<file path="src/rtl/bfc_pkg.sv">
package bfc_pkg;

  localparam int MAX_FRAME_BYTES = 32;
  localparam int HEAD_DEPTH      = 5;
  localparam int COUNT_W         = $clog2(MAX_FRAME_BYTES + 1);
  localparam int HEAD_IDX_W      = $clog2(HEAD_DEPTH);

  localparam logic KIND_CLOCK = 1'b0;
  localparam logic KIND_BUSY  = 1'b1;

  localparam logic [7:0] BYTE_ID_LEAD  = 8'h07;
  localparam logic [7:0] BYTE_19       = 8'h19;
  localparam logic [7:0] BYTE_1A       = 8'h1A;
  localparam logic [7:0] BYTE_1B       = 8'h1B;
  localparam logic [7:0] BYTE_1E       = 8'h1E;
  localparam logic [7:0] BYTE_2F       = 8'h2F;
  localparam logic [7:0] BYTE_29       = 8'h29;
  localparam logic [7:0] BYTE_52       = 8'h52;
  localparam logic [7:0] BYTE_22       = 8'h22;
  localparam logic [7:0] BYTE_2D       = 8'h2D;
  localparam logic [7:0] BYTE_40       = 8'h40;
  localparam logic [7:0] BYTE_00       = 8'h00;
  localparam logic [7:0] BYTE_01       = 8'h01;
  localparam logic [7:0] BYTE_50       = 8'h50;
  localparam logic [7:0] BYTE_41       = 8'h41;
  localparam logic [7:0] BYTE_E0       = 8'hE0;
  localparam logic [7:0] BYTE_EF       = 8'hEF;
  localparam logic [7:0] BYTE_ED       = 8'hED;
  localparam logic [7:0] BYTE_80       = 8'h80;
  localparam logic [7:0] BYTE_86       = 8'h86;
  localparam logic [7:0] BYTE_EE       = 8'hEE;

  typedef enum logic [3:0] {
    CMD_NONE      = 4'd0,
    CMD_FR        = 4'd1,
    CMD_FF        = 4'd2,
    CMD_RND       = 4'd3,
    CMD_POWERDOWN = 4'd4,
    CMD_TRK_UP    = 4'd5,
    CMD_TRK_DN    = 4'd6,
    CMD_DISC_NEXT = 4'd7,
    CMD_DISC_DN   = 4'd8,
    CMD_INFO_1B   = 4'd9,
    CMD_INFO_1A   = 4'd10,
    CMD_CHG_INFO  = 4'd11,
    CMD_CD_INIT   = 4'd12,
    CMD_ID_REQ    = 4'd13
  } cmd_t;

  typedef struct packed {
    logic kind;
    logic data_bit;
    logic busy_level;
  } req_t;

  typedef struct packed {
    logic       drive_enable;
    logic       drive_level;
    logic       frame_done;
    cmd_t       command;
    logic [5:0] frame_length;
    logic       overflow;
  } rsp_t;

  typedef logic [HEAD_DEPTH-1:0][7:0] head_t;

endpackage

</file>
<file path="src/rtl/bfc_cmd_match.sv">
module bfc_cmd_match (
  input  bfc_pkg::head_t                  head,
  input  logic [bfc_pkg::COUNT_W-1:0]     count,
  output bfc_pkg::cmd_t                   command
);
  import bfc_pkg::*;

  logic [HEAD_DEPTH-1:0] seen;

  always_comb begin
    for (int k = 0; k < HEAD_DEPTH; k++) begin
      seen[k] = count > COUNT_W'(k);
    end
  end

  function automatic logic is_byte(head_t h, logic [HEAD_DEPTH-1:0] s, int k,
                                   logic [7:0] v);
    return s[k[HEAD_IDX_W-1:0]] && (h[k[HEAD_IDX_W-1:0]] == v);
  endfunction

  always_comb begin
    if (is_byte(head, seen, 1, BYTE_19) && is_byte(head, seen, 2, BYTE_2F)) begin
      command = CMD_FR;
    end else if (is_byte(head, seen, 1, BYTE_19) && is_byte(head, seen, 2, BYTE_29)) begin
      command = CMD_FF;
    end else if (is_byte(head, seen, 1, BYTE_19) && is_byte(head, seen, 2, BYTE_52)) begin
      command = CMD_RND;
    end else if (is_byte(head, seen, 1, BYTE_19) && is_byte(head, seen, 2, BYTE_22)) begin
      command = CMD_POWERDOWN;
    end else if (is_byte(head, seen, 1, BYTE_1B) && is_byte(head, seen, 2, BYTE_2D) &&
                 is_byte(head, seen, 3, BYTE_40) && is_byte(head, seen, 4, BYTE_01)) begin
      command = CMD_TRK_UP;
    end else if (is_byte(head, seen, 1, BYTE_1B) && is_byte(head, seen, 2, BYTE_2D) &&
                 is_byte(head, seen, 3, BYTE_00) && is_byte(head, seen, 4, BYTE_01)) begin
      command = CMD_TRK_DN;
    end else if (is_byte(head, seen, 1, BYTE_1A) && is_byte(head, seen, 2, BYTE_50) &&
                 is_byte(head, seen, 3, BYTE_41)) begin
      command = CMD_DISC_NEXT;
    end else if (is_byte(head, seen, 1, BYTE_1A) && is_byte(head, seen, 2, BYTE_50) &&
                 is_byte(head, seen, 3, BYTE_01)) begin
      command = CMD_DISC_DN;
    end else if (is_byte(head, seen, 1, BYTE_1B) && is_byte(head, seen, 2, BYTE_E0)) begin
      command = CMD_INFO_1B;
    end else if (is_byte(head, seen, 1, BYTE_1A) && is_byte(head, seen, 2, BYTE_E0)) begin
      command = CMD_INFO_1A;
    end else if (is_byte(head, seen, 1, BYTE_1E) && is_byte(head, seen, 2, BYTE_EF)) begin
      command = CMD_CHG_INFO;
    end else if (is_byte(head, seen, 2, BYTE_ED) && is_byte(head, seen, 3, BYTE_80) &&
                 is_byte(head, seen, 4, BYTE_86)) begin
      command = CMD_CD_INIT;
    end else if (is_byte(head, seen, 0, BYTE_ID_LEAD) && is_byte(head, seen, 1, BYTE_1A) &&
                 is_byte(head, seen, 2, BYTE_EE)) begin
      command = CMD_ID_REQ;
    end else begin
      command = CMD_NONE;
    end
  end

endmodule

</file>
<file path="src/rtl/bus_frame_capture_and_command_match.sv">
// Latency: a result beat is valid in the cycle after its event beat is accepted.
// Throughput: one event beat per cycle; the result register frees itself when the
// result is taken in the same cycle, so the block stalls only while the output stalls.
// Reset (rst, synchronous, active high) empties the result register, clears the
// frame state, sets the bit position to seven, marks the bus idle and zeroes the id.
module bus_frame_capture_and_command_match (
  input  logic            clk,
  input  logic            rst,
  input  logic            req_valid,
  output logic            req_ready,
  input  bfc_pkg::req_t   req,
  output logic            rsp_valid,
  input  logic            rsp_ready,
  output bfc_pkg::rsp_t   rsp,
  input  logic            cfg_we,
  input  logic [7:0]      cfg_data
);
  import bfc_pkg::*;

  logic [7:0]         responder_id;
  head_t              head_bytes;
  logic [7:0]         last_byte;
  logic [7:0]         prior_byte;
  logic [7:0]         shift_byte;
  logic [COUNT_W-1:0] byte_count;
  logic [2:0]         bit_position;
  logic               busy_low;
  logic               overflowed;

  logic [7:0]         shift_byte_next;
  logic [COUNT_W-1:0] byte_count_next;
  logic [2:0]         bit_position_next;
  logic               busy_low_next;
  logic               overflowed_next;
  logic               store;
  logic               room;
  logic               respond;
  logic               bit_in;
  logic               accept;
  cmd_t               match;
  rsp_t               rsp_next;

  bfc_cmd_match u_match (
    .head    (head_bytes),
    .count   (byte_count),
    .command (match)
  );

  assign accept    = req_valid && req_ready;
  assign req_ready = !rsp_valid || rsp_ready;
  assign room      = byte_count < COUNT_W'(MAX_FRAME_BYTES);

  assign respond = (byte_count > COUNT_W'(3)) && (head_bytes[0] == BYTE_ID_LEAD) &&
                   (last_byte == responder_id) && (prior_byte != responder_id);
  assign bit_in  = respond ? responder_id[bit_position] : req.data_bit;

  always_comb begin
    shift_byte_next   = shift_byte;
    byte_count_next   = byte_count;
    bit_position_next = bit_position;
    busy_low_next     = busy_low;
    overflowed_next   = overflowed;
    store             = 1'b0;
    rsp_next          = '0;
    if (req.kind == KIND_CLOCK) begin
      if (busy_low) begin
        rsp_next.drive_enable = respond;
        rsp_next.drive_level  = respond && bit_in;
        shift_byte_next[bit_position] = bit_in;
        if (bit_position == 3'd0) begin
          bit_position_next = 3'd7;
          if (room) begin
            store           = 1'b1;
            byte_count_next = byte_count + COUNT_W'(1);
          end else begin
            overflowed_next = 1'b1;
          end
        end else begin
          bit_position_next = bit_position - 3'd1;
        end
      end
    end else if (!req.busy_level) begin
      busy_low_next     = 1'b1;
      byte_count_next   = '0;
      bit_position_next = 3'd7;
      shift_byte_next   = '0;
      overflowed_next   = 1'b0;
    end else begin
      busy_low_next = 1'b0;
      if (busy_low && (byte_count != '0)) begin
        rsp_next.frame_done   = 1'b1;
        rsp_next.command      = match;
        rsp_next.frame_length = 6'(byte_count);
        rsp_next.overflow     = overflowed;
      end
    end
  end

  always_ff @(posedge clk) begin
    if (rst) begin
      responder_id <= '0;
      shift_byte   <= '0;
      byte_count   <= '0;
      bit_position <= 3'd7;
      busy_low     <= 1'b0;
      overflowed   <= 1'b0;
      rsp_valid    <= 1'b0;
    end else begin
      if (cfg_we) begin
        responder_id <= cfg_data;
      end
      if (accept) begin
        shift_byte   <= shift_byte_next;
        byte_count   <= byte_count_next;
        bit_position <= bit_position_next;
        busy_low     <= busy_low_next;
        overflowed   <= overflowed_next;
        rsp_valid    <= 1'b1;
      end else if (rsp_ready) begin
        rsp_valid <= 1'b0;
      end
    end
  end

  always_ff @(posedge clk) begin
    if (accept) begin
      rsp <= rsp_next;
      if (store) begin
        prior_byte <= last_byte;
        last_byte  <= shift_byte_next;
        if (byte_count < COUNT_W'(HEAD_DEPTH)) begin
          head_bytes[byte_count[HEAD_IDX_W-1:0]] <= shift_byte_next;
        end
      end
    end
  end

  a_count_bound: assert property (@(posedge clk) disable iff (rst)
    byte_count <= COUNT_W'(MAX_FRAME_BYTES))
    else $error("byte count passed the buffer size");

  a_drive_not_report: assert property (@(posedge clk) disable iff (rst)
    rsp_valid && rsp.drive_enable |-> !rsp.frame_done)
    else $error("driven bit and frame report in one beat");

  a_idle_clock_quiet: assert property (@(posedge clk) disable iff (rst)
    accept && (req.kind == KIND_CLOCK) && !busy_low |=> rsp_valid && (rsp == '0))
    else $error("clock edge while idle gave a nonzero result");

  a_no_report_fields: assert property (@(posedge clk) disable iff (rst)
    rsp_valid && !rsp.frame_done |->
      (rsp.command == CMD_NONE) && (rsp.frame_length == 6'd0) && !rsp.overflow)
    else $error("report fields set without a finished frame");

endmodule

</file>
<file path="config.mk">
export PLATFORM = sky130hd
export DESIGN_NAME = bus_frame_capture_and_command_match
export DESIGN_NICKNAME = d
export VERILOG_FILES = /design/src/rtl/bfc_pkg.sv /design/src/rtl/bfc_cmd_match.sv /design/src/rtl/bus_frame_capture_and_command_match.sv
export SDC_FILE = /design/constraint.sdc
export NUM_CORES = 1
export LEC_CHECK = 0
export ABC_AREA = 1
export BUFFER_PORTS_ARGS = -buffer_cell sky130_fd_sc_hd__buf_4
export CORE_ASPECT_RATIO = 0.9
export CORE_MARGIN = 5
export CORE_UTILIZATION = 55
export CTS_BUF_LIST = sky130_fd_sc_hd__clkbuf_16
export DETAILED_ROUTE_END_ITERATION = 7
export GPL_ROUTABILITY_DRIVEN = 0
export GPL_TIMING_DRIVEN = 0
export PLACE_DENSITY_LB_ADDON = 0.1
export SLEW_MARGIN = 20
export SYNTH_ARGS = -nofsm -noshare
export SYNTH_HDL_FRONTEND = slang
export SYNTH_HIERARCHICAL = 1
export SYNTH_SLANG_ARGS = --single-unit
</file>
<file path="constraint.sdc">
create_clock -name clk -period 2.3 [get_ports clk]
set_input_delay 0 -clock clk [delete_from_list [all_inputs] [get_ports clk]]
set_output_delay 0 -clock clk [all_outputs]
set_load 0.01 [all_outputs]
</file>
---- Word-level counts from Yosys, hierarchy flattened ----
Cells that the tools add are included.
storage, ports and cells
  input port bits ......................... 16
  flip-flop bits (word level) ............. 98
operators by class
  multiplexer cells ....................... 47
  $lt $le $gt $ge ......................... 11
  add/subtract/negate cells ............... 2
  bitwise operators ....................... 4
  reduce and logical (&&, ||, !) cells .... 70
  equality and inequality tests ........... 25
operators by type and width
  operator                                                                          count
  4-bit 2-to-1 mux                                                                  13
  1-bit logical AND                                                                 49
  8-bit equality test (second input constant)                                       6
  40-bit bitwise mux                                                                1
  8-bit by 5-bit equality test with 1-bit output (second input constant)            4
  8-bit by 6-bit equality test with 1-bit output (second input constant)            4
  8-bit by 7-bit equality test with 1-bit output (second input constant)            4
  8-bit 2-to-1 mux                                                                  4
  6-bit 2-to-1 mux                                                                  5
  8-bit demux with 3-bit select                                                     1
  8-bit by 1-bit equality test with 1-bit output (second input constant)            2
  1-bit 2-to-1 mux                                                                  15
  6-bit by 1-bit greater-than comparator with 1-bit output (second input constant)  2
  6-bit by 2-bit greater-than comparator with 1-bit output (second input constant)  2
  12-bit 2-to-1 mux                                                                 1
  3-bit 2-to-1 mux                                                                  4
  5-bit AND reduction                                                               2
  10-bit OR reduction                                                               1
  3-bit AND reduction                                                               3
  8-bit bitwise mux                                                                 1
  8-bit by 3-bit equality test with 1-bit output (second input constant)            1
  8-bit equality test                                                               1
  8-bit logical NOT                                                                 1
  3-bit by 4-bit less-than comparator with 1-bit output (second input constant)     2
  other kinds (20)                                                                  30

---- Longest topological paths before layout ----
  word-level depth ........................ 18
  gate-level depth with buffers ........... 13
  mapped depth without buffers ............ 13

---- Hierarchy ----
Netlist, hierarchy kept.
modules (own cells, without submodules)
  module                               instances  seq. area each (um2)  area an instance (um2)  cells an instance
  bus_frame_capture_and_command_match  1          2662.6                4305.4                  449
  bfc_cmd_match                        1          0.0                   588.1                   131

---- Worst setup path after synthesis ----
No wires, ideal clock.
  path kind ............................... register to register
  start ................................... register bit_position[0]
  end ..................................... register head_bytes[0] (netlist name), enable pin
  cell stages (with the launch flop) ...... 10
  path buffers ............................ 1
  slack ................................... 0.069 ns
  library setup time ...................... 0.383 ns
  arrival ................................. 1.848 ns
  cell sequence ........................... dfxtp_1 -> buf_6 -> inv_1 -> ha_1 -> nand2_1 -> nor2_1 -> nand4_1 -> nor4_2 -> nand2_1 -> nor3_1
between the ends
  cells in the longest elaborated chain, start to end .. 5
ends and longest elaborated chain
  element                        RTL line                                    text
  start, declared                bus_frame_capture_and_command_match.sv:26   logic [2:0] bit_position;
  start signal, assigned         bus_frame_capture_and_command_match.sv:115  bit_position <= bit_position_next;
  3-bit logical NOT              bus_frame_capture_and_command_match.sv:70   if (bit_position == 3'd0) begin
  1-bit 2-to-1 mux               bus_frame_capture_and_command_match.sv:70
  1-bit 2-to-1 mux               bus_frame_capture_and_command_match.sv:66   if (busy_low) begin
  1-bit 2-to-1 mux               bus_frame_capture_and_command_match.sv:65   if (req.kind == KIND_CLOCK) begin
  3-bit AND reduction (no line)  -
  end signal, assigned by index  bus_frame_capture_and_command_match.sv:132  head_bytes[byte_count[HEAD_IDX_W-1:0]] <= shift_byte_next;
  end, declared                  bus_frame_capture_and_command_match.sv:21   head_t head_bytes;
Every way passes these cells.
A chain may end at the register's enable or synchronous reset.

---- Worst setup path in the final report ----
  start ................................... register bit_position[0]
  end ..................................... register head_bytes[2] (netlist name), enable pin
The elaborated chain is that of the path after synthesis.

==> impl_metrics.toml <==
[outcome]
status = "finished clean"

[sta]
finalCriticalPeriod_ns = 2.23
relSlewSlack_pct = 53.7
finalSetupTns_ns = 0
fin_ws_ns = 0.0670
worst_pin_slew_ns = 0.693
fin_crit_sh_pct = 97.1
maxSlewViolCount = 0
fin_worst_skew_ns = 0.00926
fmax_mhz = 448
hold_viol = 0
setup_viol = 0

[synthesis]
synth_top_area_share_pct = 43.0
synth.most_common_cell = "nand2_1"
synth-edff-count = 70
syn-cell-area_mm2 = 0.00489
yosysWarnings = 6
yosys-top-cells-area = "edfxtp_1 (43%), dfxtp_1 (11%), nand2_1 (11%)"
ys_seq_elements = 98
syn_inst = 580
yosysSeqAreaShare_pct = 54.4
synthTopCellsByCount = "nand2_1 (143), nor2_1 (95), inv_1 (72)"
synthFlopType = "edfxtp_1"
async_flop_share_pct = 0
yosysUniqueCellTypes = 35
synth_nets = 601
yosysTopAreaCell = "edfxtp_1"
syn-mean-instance-area_um2 = 8.44

[power_and_ir_drop]
swShare_pct = 25.3
peakVddDrop_mv = 0.340
combPwrFrac_pct = 8.0
power.share.sequential_pct = 52.0
p_per_area_mw_per_mm2 = 639
intPower_mw = 2.82
leakagePower_nw = 2.45
pwr-share-clk_pct = 40.0
switchingPower_uw = 953

[critical_path]
crit_required_ns = 2.36
path_buf_inv = 3
crit_chain = "buf_6, inv_2, ha_1, nand2_1, nor2_2, nand4_1, nor4_4, nand2_2, nor3_4, buf_12"
critPathMaxFanout = 10
arrival_ns = 2.30
endpoint_kind = "register"
cp_slowest_stage_delay_ns = 0.33
critical_path.slowest_cell = "dfxtp_2"
cpLargestDelayFamily = "simple AND/OR/NAND/NOR gates"
critPathKind = "reg -> reg"
cp.depth = 10
r2r_cells = 10
cp-start-kind = "register"

[detailed_routing]
dr.pass1.iters = 5
via_per_inst = 5.24
wirelength_um = 11200
antenna_left = 0
routedWlPerCell_um = 14.7
drcViolationCount = 0
dr_total_vias = 4014
first_iter_violations = 265

[cells_and_area]
areaGrowthSynthToFinish_pct = 20.5
diodes = 0
drive_gt1_share_pct = 18.5
nets = 663
fill_cells = 680
fin_cells = 766

[floorplan]
die-height_um = 99.5
die_x_um = 109
start_util_pct = 56.6
dieArea_mm2 = 0.0109
num_io_pins = 32
coreArea_mm2 = 0.00865
rows = 32

[global_routing]
grt_pass1_vias = 3728
grt.overflow.total = 0
antenna_found_initial = 0
grtUsageTotal_pct = 21.8
grt_max_degree = 24
grt_pass1_wl_um = 18200

[clock_network]
cts_buffer_depth = 2
clk_pin_slew_worst_paths_ns = 0.07
insertion_delay_ns = 0.35
cts_buffers = 9
cts_tree = "done"
cts_max_level = 3
clock-root-buffer = "clkbuf_16"
cts.sinks = 98

[place]
dp_cells = 730
dp_hpwl_um = 7730
io_buffers = 31
dp_worst_setup_slack_ns = -0.365

[min_path]
holdPathStages = 4
min_path_type = "in -> reg"

[job]
maxCapViolCount = 0
## power by group through the flow
stage	Clock [mW]	Sequential [mW]	Combinational (mW)
floorplan	0	2.00	0.168
global placement	0	2.00	0.270
detailed placement	0	2.00	0.277
CTS	1.52	1.96	0.296
global route	1.61	1.97	0.335
finish	1.51	1.96	0.302
## flip-flops by register name (all words and copies together) (netlist names)
signal        count
last_byte         8
prior_byte        8
byte_count        6
busy_low          1
bit_position      3
head_bytes       40
shift_byte        8
rsp              14
rsp_valid         1
responder_id      8
overflowed        1
## per-stage QoR
step | cell area [µm²] | power [mW] | hold slack (ns) | utilization [%]
2_1_floorplan | 4890 | 2.17 | 0.0986 | -
3_3_place_gp | 5280 | 2.27 | 0.267 | 61.0
3_5_place_dp | 5280 | 2.28 | 0.265 | 61.1
4_1_cts | 5740 | 3.78 | 0.0583 | 66.4
5_1_grt | 5900 | 3.91 | 0.0989 | 68.2
6_report | 5900 | 3.77 | 0.0693 | 68.2
## worst reg2reg max path: stages, from the launching register on
cell and delay (ns):
dfxtp_2 0.33, buf_6 0.14, inv_2 0.08, ha_1 0.14
nand2_1 0.08, nor2_2 0.13, nand4_1 0.17, nor4_4 0.32
nand2_2 0.18, nor3_4 0.24, buf_12 0.15
## layout make-up
cell class | count | area (µm²) | area share [%]
flip-flops and latches | 98 | 2660 | 45.2
multi-input cells | 387 | 1920 | 32.5
repair buffers | 51 | 475 | 8.06
inverters | 87 | 327 | 5.54
clock buffers | 9 | 225 | 3.82
well taps | 119 | 149 | 2.52
clock inverters | 7 | 81.3 | 1.38
plain buffers | 8 | 58.8 | 0.997
## layer usage
layer / vias up / part of all wire [%] / GRT usage, %
met5: - / 0 / 0
met4: 0 / 2.6 / 7.29
met3: 23 / 7.4 / 5.06
met2: 135 / 46 / 34.1
met1: 1854 / 44 / 30.1
li1: 2002 / - / -
## path summary, 6_finish.rpt
check	from	endpoint	slack [ns]
hold / removal	req_valid	busy_low$_SDFFE_PP0P_	0.07
hold reg to reg	overflowed$_SDFFE_PP0P_	overflowed$_SDFFE_PP0P_	0.47
setup / recovery	bit_position[0]$_SDFFE_PP1P_	head_bytes[2]$_DFFE_PP_	0.07
setup reg to reg	bit_position[0]$_SDFFE_PP1P_	head_bytes[2]$_DFFE_PP_	0.07
## placed cells by master (no fill, tap or decap), types with 2 or more instances in the layout
master and instances:
xnor2_1 3, clkinv_4 2, dlygate4sd3_1 12, dfxtp_1 27, inv_1 70, a21oi_1 17, buf_4 35, a211oi_1 2
nor3_1 8, nand2_1 141, edfxtp_1 70, nor2_4 4, nor3b_1 2, nand3b_1 3, buf_6 3, nor3_2 3
buf_12 5, ha_1 5, inv_8 2, nor2_1 94, nor2_2 15, nand2_2 11, clkbuf_16 9, o21ai_0 15
inv_2 16, nand4_1 12, clkinv_8 2, buf_2 2, nor4_1 2, nand3_1 37, nor3_4 5
## cells by family after synthesis
family,synth area share (%)
compound gates,4.14
xor+xnor,0.537
fa+ha+maj,1.28
buf+inv,7.88
flops,54.4
simple gates,31.8
## timing repair
action | 4_1_cts | 5_1_grt
buffers inserted | 0 | 8
resized for setup | 6 | 10
endpoints found under the hold margin | 15 | 0
hold buffers | 12 | 0
setup endpoints to repair | 40 | 40
pin swaps | 0 | 9
No activity file was read; power rests on OpenSTA's default activity.
